**config.mk**
```make
export PLATFORM = sky130hd
export DESIGN_NAME = guide_target_match_scorer
export DESIGN_NICKNAME = d
export VERILOG_FILES = /design/src/design/gtms_pkg.sv /design/src/design/gtms_queue.sv /design/src/design/gtms_front.sv /design/src/design/gtms_div.sv /design/src/design/gtms_back.sv /design/src/design/guide_target_match_scorer.sv
export SDC_FILE = /design/constraint.sdc
export NUM_CORES = 2
export LEC_CHECK = 0
export ABC_AREA = 1
export BUFFER_PORTS_ARGS = -buffer_cell sky130_fd_sc_hd__clkbuf_2
export CORE_MARGIN = 1.5
export CORE_UTILIZATION = 60
export DETAILED_ROUTE_END_ITERATION = 7
export PLACE_DENSITY = 0.76
export SLEW_MARGIN = 15
export SYNTH_ARGS = -nofsm -noshare
export SYNTH_HDL_FRONTEND = slang
export SYNTH_HIERARCHICAL = 1
export SYNTH_SLANG_ARGS = --single-unit
```
**constraint.sdc**
```tcl
create_clock -name clk -period 6.9 [get_ports clk]
set_input_delay 0.345 -clock clk [delete_from_list [all_inputs] [get_ports clk]]
set_output_delay 0.345 -clock clk [all_outputs]
set_load 0.03 [all_outputs]
```
**src/design/gtms_pkg.sv**
```systemverilog
// gtms_pkg: shared types, widths and constants of the guide/target match scorer.
// Used by every module of the design folder; depends on nothing else.
package gtms_pkg;

	localparam int MAX_LEN_DEF = 32;
	localparam int CNT_W       = 7;
	localparam int TBL_DEPTH   = 32;
	localparam int TBL_AW      = 5;
	localparam int WGT_W       = 16;
	localparam int BASE_W      = 8;
	localparam int COST_W      = 24;
	localparam int FRAC_W      = 17;
	localparam int SCORE_W     = 17;
	localparam int PEN_W       = 18;
	localparam int BULGE_W     = 24;
	localparam int SUM_W       = 26;
	localparam int TOT_W       = 35;
	localparam int DIVR_W      = CNT_W + 1;
	localparam int QDEPTH      = 2;
	localparam int CFG_IDX_W   = 3;
	localparam int CFG_DATA_W  = 17;
	localparam int WU_W        = 6;

	localparam logic [COST_W-1:0]  COST_MAX  = '1;
	localparam logic [WGT_W-1:0]   ONE_Q8    = 16'd256;
	localparam logic [TOT_W-1:0]   Q_LIMIT   = 35'd98304;
	localparam logic [BASE_W-1:0]  BASE_GC_C = 8'd1;
	localparam logic [BASE_W-1:0]  BASE_GC_G = 8'd2;

	localparam logic [FRAC_W-1:0]  GC_LOW_RST  = 17'd26214;
	localparam logic [FRAC_W-1:0]  GC_HIGH_RST = 17'd52429;
	localparam logic [WGT_W-1:0]   BULGE_RST   = 16'd256;

	typedef enum logic [CFG_IDX_W-1:0] {
		REG_GC_LOW       = 3'd0,
		REG_GC_HIGH      = 3'd1,
		REG_BULGE_COST   = 3'd2,
		REG_SCORE_FLOOR  = 3'd3,
		REG_WEIGHTS_USED = 3'd4
	} cfg_reg_t;

	typedef struct packed {
		logic [FRAC_W-1:0]         gc_low;
		logic [FRAC_W-1:0]         gc_high;
		logic [WGT_W-1:0]          bulge_cost;
		logic signed [SCORE_W-1:0] score_floor;
		logic [WU_W-1:0]           weights_used;
	} cfg_t;

	typedef struct packed {
		logic [COST_W-1:0] cost;
		logic [CNT_W-1:0]  guide_cnt;
		logic [CNT_W-1:0]  window_cnt;
		logic [CNT_W-1:0]  gc_cnt;
		logic              overflow;
		logic [WGT_W-1:0]  pam;
	} job_t;

endpackage

```
**src/design/gtms_queue.sv**
```systemverilog
// gtms_queue: small FIFO of finished pair jobs between front and back.
// Depends on gtms_pkg (job_t, QDEPTH).
module gtms_queue (
	input  logic          clk,
	input  logic          arst_n,
	input  logic          push,
	input  gtms_pkg::job_t push_job,
	output logic          full,
	input  logic          pop,
	output logic          empty,
	output gtms_pkg::job_t pop_job
);

	localparam int PTR_W = (gtms_pkg::QDEPTH > 1) ? $clog2(gtms_pkg::QDEPTH) : 1;
	localparam int CNT_QW = $clog2(gtms_pkg::QDEPTH + 1);

	gtms_pkg::job_t entry_q [gtms_pkg::QDEPTH];
	logic [PTR_W-1:0]  wr_ptr_q;
	logic [PTR_W-1:0]  rd_ptr_q;
	logic [CNT_QW-1:0] count_q;

	assign full    = (count_q == CNT_QW'(gtms_pkg::QDEPTH));
	assign empty   = (count_q == '0);
	assign pop_job = entry_q[rd_ptr_q];

	always_ff @(posedge clk) begin
		if (push && !full) begin
			entry_q[wr_ptr_q] <= push_job;
		end
	end

	always_ff @(posedge clk or negedge arst_n) begin
		if (!arst_n) begin
			wr_ptr_q <= '0;
			rd_ptr_q <= '0;
			count_q  <= '0;
		end else begin
			if (push && !full) begin
				wr_ptr_q <= (wr_ptr_q == PTR_W'(gtms_pkg::QDEPTH - 1)) ? '0 : wr_ptr_q + 1'b1;
			end
			if (pop && !empty) begin
				rd_ptr_q <= (rd_ptr_q == PTR_W'(gtms_pkg::QDEPTH - 1)) ? '0 : rd_ptr_q + 1'b1;
			end
			if ((push && !full) && !(pop && !empty)) begin
				count_q <= count_q + 1'b1;
			end else if (!(push && !full) && (pop && !empty)) begin
				count_q <= count_q - 1'b1;
			end
		end
	end

endmodule

```
**src/design/gtms_front.sv**
```systemverilog
// gtms_front: accepts items, keeps the weight table and the per-pair accumulators,
// and pushes one job per pair at the last position. Depends on gtms_pkg.
module gtms_front #(
	parameter int MAX_LEN = gtms_pkg::MAX_LEN_DEF
) (
	input  logic                           clk,
	input  logic                           arst_n,
	input  logic                           in_valid,
	input  logic                           in_stall,
	input  logic                           cmd,
	input  logic [gtms_pkg::BASE_W-1:0]    guide_base,
	input  logic [gtms_pkg::BASE_W-1:0]    window_base,
	input  logic                           has_guide,
	input  logic                           has_window,
	input  logic                           last,
	input  logic [gtms_pkg::WGT_W-1:0]     pam_cost,
	input  logic [gtms_pkg::TBL_AW-1:0]    weight_index,
	input  logic [gtms_pkg::WGT_W-1:0]     weight_value,
	input  logic [gtms_pkg::WU_W-1:0]      weights_used,
	output logic                           push,
	output gtms_pkg::job_t                 push_job
);

	localparam int PW = $clog2(MAX_LEN + 1);

	logic [gtms_pkg::WGT_W-1:0] weight_table [gtms_pkg::TBL_DEPTH];

	logic [PW-1:0]               pos_q;
	logic [gtms_pkg::COST_W-1:0] cost_q;
	logic [PW-1:0]               guide_cnt_q;
	logic [PW-1:0]               window_cnt_q;
	logic [PW-1:0]               gc_cnt_q;
	logic                        ovf_q;
	logic [gtms_pkg::WGT_W-1:0]  wt_rd_q;

	logic                        accept;
	logic                        score_item;
	logic                        in_range;
	logic                        use_table;
	logic                        mismatch;
	logic [gtms_pkg::WGT_W-1:0]  weight;
	logic [gtms_pkg::COST_W:0]   cost_sum;
	logic [gtms_pkg::COST_W-1:0] cost_nxt;
	logic [PW-1:0]               pos_nxt;
	logic [PW-1:0]               guide_nxt;
	logic [PW-1:0]               window_nxt;
	logic [PW-1:0]               gc_nxt;
	logic                        ovf_nxt;
	logic [PW-1:0]               rd_pos;
	logic [gtms_pkg::TBL_AW-1:0] rd_addr;

	assign accept     = in_valid && !in_stall;
	assign score_item = accept && !cmd;
	assign in_range   = (pos_q < PW'(MAX_LEN));
	assign use_table  = (gtms_pkg::CNT_W'(pos_q) < gtms_pkg::CNT_W'(weights_used))
		&& (gtms_pkg::CNT_W'(pos_q) < gtms_pkg::CNT_W'(gtms_pkg::TBL_DEPTH));
	assign weight     = use_table ? wt_rd_q : gtms_pkg::ONE_Q8;
	assign mismatch   = has_guide && has_window && (guide_base != window_base);
	assign cost_sum   = {1'b0, cost_q} + (gtms_pkg::COST_W + 1)'(weight);

	always_comb begin
		pos_nxt    = pos_q;
		cost_nxt   = cost_q;
		guide_nxt  = guide_cnt_q;
		window_nxt = window_cnt_q;
		gc_nxt     = gc_cnt_q;
		ovf_nxt    = ovf_q;
		if (!in_range) begin
			ovf_nxt = 1'b1;
		end else begin
			pos_nxt = pos_q + 1'b1;
			if (mismatch) begin
				cost_nxt = cost_sum[gtms_pkg::COST_W] ? gtms_pkg::COST_MAX
					: cost_sum[gtms_pkg::COST_W-1:0];
			end
			if (has_guide) begin
				guide_nxt = guide_cnt_q + 1'b1;
			end
			if (has_window) begin
				window_nxt = window_cnt_q + 1'b1;
				if (window_base == gtms_pkg::BASE_GC_C || window_base == gtms_pkg::BASE_GC_G) begin
					gc_nxt = gc_cnt_q + 1'b1;
				end
			end
		end
	end

	assign push                = score_item && last;
	assign push_job.cost       = cost_nxt;
	assign push_job.guide_cnt  = gtms_pkg::CNT_W'(guide_nxt);
	assign push_job.window_cnt = gtms_pkg::CNT_W'(window_nxt);
	assign push_job.gc_cnt     = gtms_pkg::CNT_W'(gc_nxt);
	assign push_job.overflow   = ovf_nxt;
	assign push_job.pam        = pam_cost;

	// prefetch the entry for the position that follows this edge
	assign rd_pos  = push ? '0 : (score_item ? pos_nxt : pos_q);
	assign rd_addr = gtms_pkg::TBL_AW'(rd_pos);

	always_ff @(posedge clk) begin
		if (accept && cmd) begin
			weight_table[weight_index] <= weight_value;
		end
		wt_rd_q <= (accept && cmd && (weight_index == rd_addr)) ? weight_value
			: weight_table[rd_addr];
	end

	always_ff @(posedge clk or negedge arst_n) begin
		if (!arst_n) begin
			pos_q        <= '0;
			cost_q       <= '0;
			guide_cnt_q  <= '0;
			window_cnt_q <= '0;
			gc_cnt_q     <= '0;
			ovf_q        <= 1'b0;
		end else if (score_item) begin
			if (last) begin
				pos_q        <= '0;
				cost_q       <= '0;
				guide_cnt_q  <= '0;
				window_cnt_q <= '0;
				gc_cnt_q     <= '0;
				ovf_q        <= 1'b0;
			end else begin
				pos_q        <= pos_nxt;
				cost_q       <= cost_nxt;
				guide_cnt_q  <= guide_nxt;
				window_cnt_q <= window_nxt;
				gc_cnt_q     <= gc_nxt;
				ovf_q        <= ovf_nxt;
			end
		end
	end

endmodule

```
**src/design/gtms_div.sv**
```systemverilog
// gtms_div: restoring divider, one quotient bit per cycle, shared by both
// divisions of a pair. Depends on gtms_pkg (TOT_W, DIVR_W).
module gtms_div (
	input  logic                          clk,
	input  logic                          arst_n,
	input  logic                          start,
	input  logic [gtms_pkg::TOT_W-1:0]    dividend,
	input  logic [gtms_pkg::DIVR_W-1:0]   divisor,
	output logic                          done,
	output logic [gtms_pkg::TOT_W-1:0]    quotient
);

	localparam int CW = $clog2(gtms_pkg::TOT_W + 1);

	logic [gtms_pkg::DIVR_W-1:0] divisor_q;
	logic [gtms_pkg::DIVR_W-1:0] rem_q;
	logic [gtms_pkg::TOT_W-1:0]  quo_q;
	logic [CW-1:0]               cnt_q;
	logic                        busy_q;
	logic                        done_q;

	logic [gtms_pkg::DIVR_W:0]   trial;
	logic                        take;

	assign trial    = {rem_q, quo_q[gtms_pkg::TOT_W-1]};
	assign take     = (trial >= {1'b0, divisor_q});
	assign done     = done_q;
	assign quotient = quo_q;

	always_ff @(posedge clk) begin
		if (start) begin
			divisor_q <= divisor;
			rem_q     <= '0;
			quo_q     <= dividend;
		end else if (busy_q) begin
			rem_q <= take ? gtms_pkg::DIVR_W'(trial - {1'b0, divisor_q})
				: trial[gtms_pkg::DIVR_W-1:0];
			quo_q <= {quo_q[gtms_pkg::TOT_W-2:0], take};
		end
	end

	always_ff @(posedge clk or negedge arst_n) begin
		if (!arst_n) begin
			cnt_q  <= '0;
			busy_q <= 1'b0;
			done_q <= 1'b0;
		end else begin
			done_q <= 1'b0;
			if (start) begin
				cnt_q  <= CW'(gtms_pkg::TOT_W);
				busy_q <= 1'b1;
			end else if (busy_q) begin
				cnt_q <= cnt_q - 1'b1;
				if (cnt_q == CW'(1)) begin
					busy_q <= 1'b0;
					done_q <= 1'b1;
				end
			end
		end
	end

endmodule

```
**src/design/gtms_back.sv**
```systemverilog
// gtms_back: takes pair jobs from the queue, forms bulge, GC and total cost,
// divides on gtms_div and drives the output register. Depends on gtms_pkg, gtms_div.
module gtms_back (
	input  logic                                 clk,
	input  logic                                 arst_n,
	input  gtms_pkg::cfg_t                       cfg,
	input  logic                                 empty,
	input  gtms_pkg::job_t                       pop_job,
	output logic                                 pop,
	output logic                                 out_valid,
	input  logic                                 out_stall,
	output logic signed [gtms_pkg::SCORE_W-1:0]  score,
	output logic                                 length_error
);

	localparam logic signed [gtms_pkg::SCORE_W:0] ONE_Q15_EXT = 18'sd32768;

	typedef enum logic [7:0] {
		ST_IDLE   = 8'b0000_0001,
		ST_BULGE  = 8'b0000_0010,
		ST_DIV_GC = 8'b0000_0100,
		ST_GC_PEN = 8'b0000_1000,
		ST_SUM    = 8'b0001_0000,
		ST_Q_GO   = 8'b0010_0000,
		ST_DIV_Q  = 8'b0100_0000,
		ST_FIN    = 8'b1000_0000
	} back_state_t;

	back_state_t                 state_q;
	gtms_pkg::job_t              job_q;
	logic [gtms_pkg::BULGE_W-1:0] bulge_q;
	logic [gtms_pkg::FRAC_W-1:0] frac_q;
	logic [gtms_pkg::PEN_W-1:0]  pen_q;
	logic [gtms_pkg::TOT_W-1:0]  total_q;
	logic [gtms_pkg::TOT_W-1:0]  quo_q;
	logic                        out_valid_q;
	logic signed [gtms_pkg::SCORE_W-1:0] score_q;
	logic                        len_err_q;

	logic                        div_start;
	logic [gtms_pkg::TOT_W-1:0]  div_dividend;
	logic [gtms_pkg::DIVR_W-1:0] div_divisor;
	logic                        div_done;
	logic [gtms_pkg::TOT_W-1:0]  div_quotient;

	logic [gtms_pkg::CNT_W-1:0]  diff;
	logic [gtms_pkg::BULGE_W-1:0] bulge_once;
	logic [gtms_pkg::BULGE_W-1:0] bulge_prod;
	logic [gtms_pkg::CNT_W-1:0]  span;
	logic [gtms_pkg::DIVR_W-1:0] span2;
	logic [gtms_pkg::FRAC_W:0]   dist_lo;
	logic [gtms_pkg::FRAC_W:0]   dist_hi;
	logic [gtms_pkg::FRAC_W:0]   gc_gap;
	logic [gtms_pkg::SUM_W-1:0]  base_sum;
	logic signed [gtms_pkg::SCORE_W:0] raw_score;
	logic signed [gtms_pkg::SCORE_W:0] floor_ext;
	logic signed [gtms_pkg::SCORE_W-1:0] final_score;
	logic                        out_free;

	assign pop      = (state_q == ST_IDLE) && !empty;
	assign out_free = !out_valid_q || !out_stall;

	assign diff = (job_q.window_cnt > job_q.guide_cnt) ? job_q.window_cnt - job_q.guide_cnt
		: job_q.guide_cnt - job_q.window_cnt;
	assign bulge_once = gtms_pkg::BULGE_W'(diff) * gtms_pkg::BULGE_W'(cfg.bulge_cost);
	assign bulge_prod = (job_q.window_cnt > job_q.guide_cnt)
		? {bulge_once[gtms_pkg::BULGE_W-2:0], 1'b0} : bulge_once;

	assign span  = (job_q.guide_cnt > gtms_pkg::CNT_W'(1)) ? job_q.guide_cnt
		: gtms_pkg::CNT_W'(1);
	assign span2 = {span, 1'b0};

	assign div_start    = ((state_q == ST_BULGE) && (job_q.window_cnt != '0))
		|| (state_q == ST_Q_GO);
	assign div_dividend = (state_q == ST_BULGE)
		? gtms_pkg::TOT_W'({job_q.gc_cnt, 16'h0000}) : total_q;
	assign div_divisor  = (state_q == ST_BULGE)
		? gtms_pkg::DIVR_W'(job_q.window_cnt) : span2;

	assign dist_lo = (frac_q >= cfg.gc_low) ? {1'b0, frac_q - cfg.gc_low}
		: {1'b0, cfg.gc_low - frac_q};
	assign dist_hi = (frac_q >= cfg.gc_high) ? {1'b0, frac_q - cfg.gc_high}
		: {1'b0, cfg.gc_high - frac_q};
	assign gc_gap  = (dist_lo < dist_hi) ? dist_lo : dist_hi;

	assign base_sum = gtms_pkg::SUM_W'(job_q.cost) + gtms_pkg::SUM_W'(bulge_q)
		+ gtms_pkg::SUM_W'(job_q.pam);

	assign raw_score = ONE_Q15_EXT - $signed({1'b0, quo_q[gtms_pkg::SCORE_W-1:0]});
	assign floor_ext = (gtms_pkg::SCORE_W + 1)'(cfg.score_floor);

	always_comb begin
		if ((quo_q > gtms_pkg::Q_LIMIT) || (raw_score < floor_ext)) begin
			final_score = (floor_ext > ONE_Q15_EXT) ? ONE_Q15_EXT[gtms_pkg::SCORE_W-1:0]
				: cfg.score_floor;
		end else begin
			final_score = raw_score[gtms_pkg::SCORE_W-1:0];
		end
	end

	gtms_div u_div (
		.clk      (clk),
		.arst_n   (arst_n),
		.start    (div_start),
		.dividend (div_dividend),
		.divisor  (div_divisor),
		.done     (div_done),
		.quotient (div_quotient)
	);

	always_ff @(posedge clk) begin
		if (pop) begin
			job_q <= pop_job;
		end
		if (state_q == ST_BULGE) begin
			bulge_q <= bulge_prod;
			pen_q   <= '0;
		end
		if ((state_q == ST_DIV_GC) && div_done) begin
			frac_q <= div_quotient[gtms_pkg::FRAC_W-1:0];
		end
		if (state_q == ST_GC_PEN) begin
			pen_q <= ((frac_q >= cfg.gc_low) && (frac_q <= cfg.gc_high)) ? '0
				: gtms_pkg::PEN_W'({gc_gap, 1'b0});
		end
		if (state_q == ST_SUM) begin
			total_q <= gtms_pkg::TOT_W'({base_sum, 8'h00}) + gtms_pkg::TOT_W'(pen_q);
		end
		if ((state_q == ST_DIV_Q) && div_done) begin
			quo_q <= div_quotient;
		end
		if ((state_q == ST_FIN) && out_free) begin
			score_q   <= final_score;
			len_err_q <= job_q.overflow;
		end
	end

	always_ff @(posedge clk or negedge arst_n) begin
		if (!arst_n) begin
			state_q     <= ST_IDLE;
			out_valid_q <= 1'b0;
		end else begin
			if (out_valid_q && !out_stall) begin
				out_valid_q <= 1'b0;
			end
			unique case (state_q)
				ST_IDLE: begin
					if (!empty) begin
						state_q <= ST_BULGE;
					end
				end
				ST_BULGE: begin
					state_q <= (job_q.window_cnt != '0) ? ST_DIV_GC : ST_SUM;
				end
				ST_DIV_GC: begin
					if (div_done) begin
						state_q <= ST_GC_PEN;
					end
				end
				ST_GC_PEN: state_q <= ST_SUM;
				ST_SUM:    state_q <= ST_Q_GO;
				ST_Q_GO:   state_q <= ST_DIV_Q;
				ST_DIV_Q: begin
					if (div_done) begin
						state_q <= ST_FIN;
					end
				end
				ST_FIN: begin
					if (out_free) begin
						out_valid_q <= 1'b1;
						state_q     <= ST_IDLE;
					end
				end
				default: state_q <= ST_IDLE;
			endcase
		end
	end

	assign out_valid    = out_valid_q;
	assign score        = score_q;
	assign length_error = len_err_q;

endmodule

```
**src/design/guide_target_match_scorer.sv**
```systemverilog
// guide_target_match_scorer: top level; config registers, front, job queue and back.
// Positions: one item per cycle; in_stall rises only while the two-entry job queue is full.
// Pair: out_valid rises once the back end has run two passes of the one-bit-per-cycle divider
// (one pass with no window bases); the back end takes a new pair only once it has issued the last.
// Reset (arst_n, async, low): accumulators, queue and control clear; config takes its
// reset values; weight table is not cleared.
module guide_target_match_scorer #(
	parameter int MAX_LEN = gtms_pkg::MAX_LEN_DEF
) (
	input  logic                                clk,
	input  logic                                arst_n,
	input  logic                                in_valid,
	output logic                                in_stall,
	input  logic                                cmd,
	input  logic [gtms_pkg::BASE_W-1:0]         guide_base,
	input  logic [gtms_pkg::BASE_W-1:0]         window_base,
	input  logic                                has_guide,
	input  logic                                has_window,
	input  logic                                last,
	input  logic [gtms_pkg::WGT_W-1:0]          pam_cost,
	input  logic [gtms_pkg::TBL_AW-1:0]         weight_index,
	input  logic [gtms_pkg::WGT_W-1:0]          weight_value,
	output logic                                out_valid,
	input  logic                                out_stall,
	output logic signed [gtms_pkg::SCORE_W-1:0] score,
	output logic                                length_error,
	input  logic                                cfg_valid,
	output logic                                cfg_ready,
	input  logic [gtms_pkg::CFG_IDX_W-1:0]      cfg_index,
	input  logic [gtms_pkg::CFG_DATA_W-1:0]     cfg_data
);

	gtms_pkg::cfg_t cfg_q;
	gtms_pkg::job_t push_job;
	gtms_pkg::job_t pop_job;
	logic           push;
	logic           pop;
	logic           full;
	logic           empty;

	assign cfg_ready = 1'b1;
	assign in_stall  = full;

	always_ff @(posedge clk or negedge arst_n) begin
		if (!arst_n) begin
			cfg_q.gc_low       <= gtms_pkg::GC_LOW_RST;
			cfg_q.gc_high      <= gtms_pkg::GC_HIGH_RST;
			cfg_q.bulge_cost   <= gtms_pkg::BULGE_RST;
			cfg_q.score_floor  <= '0;
			cfg_q.weights_used <= '0;
		end else if (cfg_valid && cfg_ready) begin
			unique case (cfg_index)
				gtms_pkg::REG_GC_LOW:       cfg_q.gc_low <= cfg_data;
				gtms_pkg::REG_GC_HIGH:      cfg_q.gc_high <= cfg_data;
				gtms_pkg::REG_BULGE_COST:   cfg_q.bulge_cost <= cfg_data[gtms_pkg::WGT_W-1:0];
				gtms_pkg::REG_SCORE_FLOOR:  cfg_q.score_floor <= $signed(cfg_data);
				gtms_pkg::REG_WEIGHTS_USED: cfg_q.weights_used <= cfg_data[gtms_pkg::WU_W-1:0];
				default: ;
			endcase
		end
	end

	gtms_front #(
		.MAX_LEN (MAX_LEN)
	) u_front (
		.clk          (clk),
		.arst_n       (arst_n),
		.in_valid     (in_valid),
		.in_stall     (in_stall),
		.cmd          (cmd),
		.guide_base   (guide_base),
		.window_base  (window_base),
		.has_guide    (has_guide),
		.has_window   (has_window),
		.last         (last),
		.pam_cost     (pam_cost),
		.weight_index (weight_index),
		.weight_value (weight_value),
		.weights_used (cfg_q.weights_used),
		.push         (push),
		.push_job     (push_job)
	);

	gtms_queue u_queue (
		.clk      (clk),
		.arst_n   (arst_n),
		.push     (push),
		.push_job (push_job),
		.full     (full),
		.pop      (pop),
		.empty    (empty),
		.pop_job  (pop_job)
	);

	gtms_back u_back (
		.clk          (clk),
		.arst_n       (arst_n),
		.cfg          (cfg_q),
		.empty        (empty),
		.pop_job      (pop_job),
		.pop          (pop),
		.out_valid    (out_valid),
		.out_stall    (out_stall),
		.score        (score),
		.length_error (length_error)
	);

endmodule
```
==> summary.md <==
| Metric | Value |
|---|---|
| DR pass1 iterations | `6` |
| Antenna violations before repair | `4` |
| Residual DRC | `0` |
| Post-route ant nets | `0` |
| Hold Path Class | `input pin to flop` |
| Synthesized netlist cell count | `5,841` |
| Fmax | `about 150 MHz` |
| Setup tns final | `0 ps` |
| Area Overhead vs Synth | `9.48%` |
| Routed WL | `roughly 140,000 µm` |
| CTS buffer count | `between 100 and 150` |
| IO Count | `around 100` |
| CP max FO | `11` |
| Total number of vias | `41,400` |
| Most frequent cells in the layout | `nand2_1, edfxtp_1, inv_1, nand3_1, nor2_1` |
| Nets@finish | `6,340` |
| Async set or reset register ratio after synthesis | `between 10% and 20%` |
| Most common cell after layout, fill and taps aside | `nand2_1` |
| Gr usage total | `between 30% and 40%` |
| Slew headroom | `approximately 25%` |
| Register area share after synthesis | `54.5%` |
| DR iter-0 viols | `4,598` |
| Arr. time, crit path | `between 7000 and 8000 ps` |
| Final slew viol count | `0` |
| Area leader, netlist | `edfxtp_1` |
| Synth top area share | `a little under half` |
| Crit Path Class | `flop to flop` |
| Tmin final | `6530 ps` |
| Kind of end point of the critical path | `flop` |
| Largest net degree at the start of global routing | `about 140` |
| Vias in the first global route | `roughly 40,000` |
| Status | `finished clean` |
| Share of layout cells above drive strength 1 | `around 8.4%` |
| FF+latch count, synth | `around 1,000` |
| Max cap viols | `0` |
| Startpoint types | `flop` |
| Tightest Pin Transition | `about 1100 ps` |
| TritonCTS clock tree | `yes` |
| Clk root buf | `clkbuf_16` |
| Top cells by area, synth | `edfxtp_1, nand2_1, dfrtp_1, ha_1, inv_1` |
| First-pass GRT wire length | `about 220,000 µm` |
| Worst endpoint required time | `between 7000 and 8000 ps` |
| Worst path max stage delay | `560 ps` |
| Final count of hold timing violations | `0` |
| Vias per inst | `about 5.7` |
| Worst Skew | `between 70 and 80 ps` |
| Core Box Area | `0.0919 mm²` |
| Die Ht | `roughly 310 µm` |
| Die width | `around 310 µm` |
| Initial core utilization | `approximately 61%` |
| Die ar. | `0.0949 mm²` |
| Clock Latency Late Sink | `~740 ps` |
| Sink Count | `1,042` |
| Count of flip-flops with a built-in enable after synthesis | `between 800 and 900` |
| Crit share post-route | `roughly 95%` |
| Synth warn | `6` |
| Library cells used by synthesis | `69` |
| PortBufs | `between 100 and 150` |
| Gpl congestion | `0.985` |
| Synth Flop Type | `edfxtp_1` |
| Number of cell rows | `between 100 and 150` |
| Detail Placement HPWL | `a little under 100,000 µm` |
| Synthesized area per cell | `9.56 µm²` |
| H-tree Lvls | `3` |
| Netlist Area Pre-Place | `approximately 0.056 mm²` |
| RSZ-0062 raised after global routing | `no` |
| Slowest-stage cell, CP | `fa_1` |
| GRT Residual Overflow | `0` |
| Routed len/inst | `19.9 µm` |
| Clk slew on worst S/H paths | `roughly 60 ps` |
| Deepest clock path buffer count | `3` |
| Setup violators final | `0` |
through the flow:
| step | area [µm²] | utilization (%) | hold WS, ps | instances | worst slack, ps |
|---|---|---|---|---|---|
| finish | 61200 | 66.5 | 39.3 | 7268 | 372 |
| global route | 61100 | 66.5 | 28.4 | 7267 | 31.9 |
| CTS | 61100 | 66.5 | 5.38 | 7263 | 141 |
| detailed placement | 57300 | 62.3 | 405 | 7040 | 208 |
| global placement | 57300 | 62.3 | 401 | 7040 | 199 |
| floorplan | 55900 | - | 49.4 | 5844 | 969 |
critical path: cells and delay by family (launching register included):
kind	cells	cell delay, ps
AO/OA/AOI/OAI	9	1310
buffers and inverters	5	450
adder cells (fa/ha/maj)	6	2840
flip-flops	1	460
AND/OR/NAND/NOR	9	1190
flip-flops by register name (all words and copies together), names as in the netlist, 8 cells and up, named ones only:
name,flops
u_back/total_q,34
u_front/weight_table,512
u_back/u_div/quotient,35
u_back/score,17
u_back/frac_q,17
cfg_q,73
u_front/cost_q,24
u_back/bulge_q,24
u_back/state_q,8
u_back/pen_q,17
u_back/job_q,62
u_back/quo_q,35
u_back/u_div/rem_q,8
u_queue/entry_q,124
u_back/u_div/divisor_q,8
layer usage:
| metal | wire length [µm] | up-vias | global-route usage (%) |
|---|---|---|---|
| met5 | 0 | - | 0 |
| met4 | 5030 | 0 | 10.8 |
| met3 | 11900 | 269 | 5.01 |
| met2 | 67400 | 1711 | 49.3 |
| met1 | 60300 | 19800 | 42.4 |
| li1 | - | 19600 | - |
cell usage after synthesis (18+ instances only):
cell type,count
o21bai_1,19
fa_1,95
buf_6,22
buf_2,102
nor3_1,44
inv_2,20
ha_1,231
xor2_1,104
nand2_1,1752
buf_4,43
dfstp_2,19
o21ai_1,25
inv_1,612
edfxtp_1,886
nor4_1,18
dfrtp_1,124
nand2_2,24
a22oi_1,68
a21oi_1,326
nand4_1,40
clkbuf_1,35
nand3_1,432
nor2_1,391
o21ai_0,148
xnor2_1,23
final timing paths:
check                      cells past startpoint        startpoint            endpoint  slack [ps]
setup / recovery                              29  u_back/job_q[25]  u_back/bulge_q[19]         370
hold / removal                                 3       cfg_data[7]           cfg_q[46]          40
setup reg to reg                              29  u_back/job_q[25]  u_back/bulge_q[19]         370
hold reg to reg                                0   u_back/pen_q[2]   u_back/total_q[2]         420
max in group asynchronous                      3            arst_n  u_front/cost_q[23]        5210
min in group asynchronous                      2            arst_n           cfg_q[11]         350
cell type report:
| cell class | count | area [µm²] |
|---|---|---|
| Clock buffer | 128 | 2740 |
| Sequential cell | 1042 | 30500 |
| Clock inverter | 68 | 791 |
| Antenna cell | 3 | 7.51 |
| Inverter | 637 | 2410 |
| Multi-Input combinational cell | 3946 | 21800 |
| Timing Repair Buffer | 201 | 1380 |
| Fill cell | 7116 | 30800 |
| Tap cell | 1243 | 1560 |
cell families (layout without fill, tap and decap cells):
logic type                 count (synthesis)  after routing  share of synthesized area (%)
other                                      3              9                         0.0202
AOI/OAI and AO/OA                        681            681                           6.99
and+or+nand+nor                         2806           2806                           21.3
xor gates and xnor gates                 127            127                           1.99
buffers and inverters                    856           1034                           6.59
adders and majority gates                326            326                           8.58
DFF                                     1042           1042                           54.5
timing repair:
action / 4_1_cts / 5_1_grt
endpoints found under the setup margin: 0 / 11
gates resized for setup: 0 / 12
buffers inserted: 0 / 2
hold endpoints to repair: 128 / 0
hold buffers: 27 / 0
Power is not shown: default switching activity piles up to over one toggle a cycle in this logic, so the estimate is an artifact.
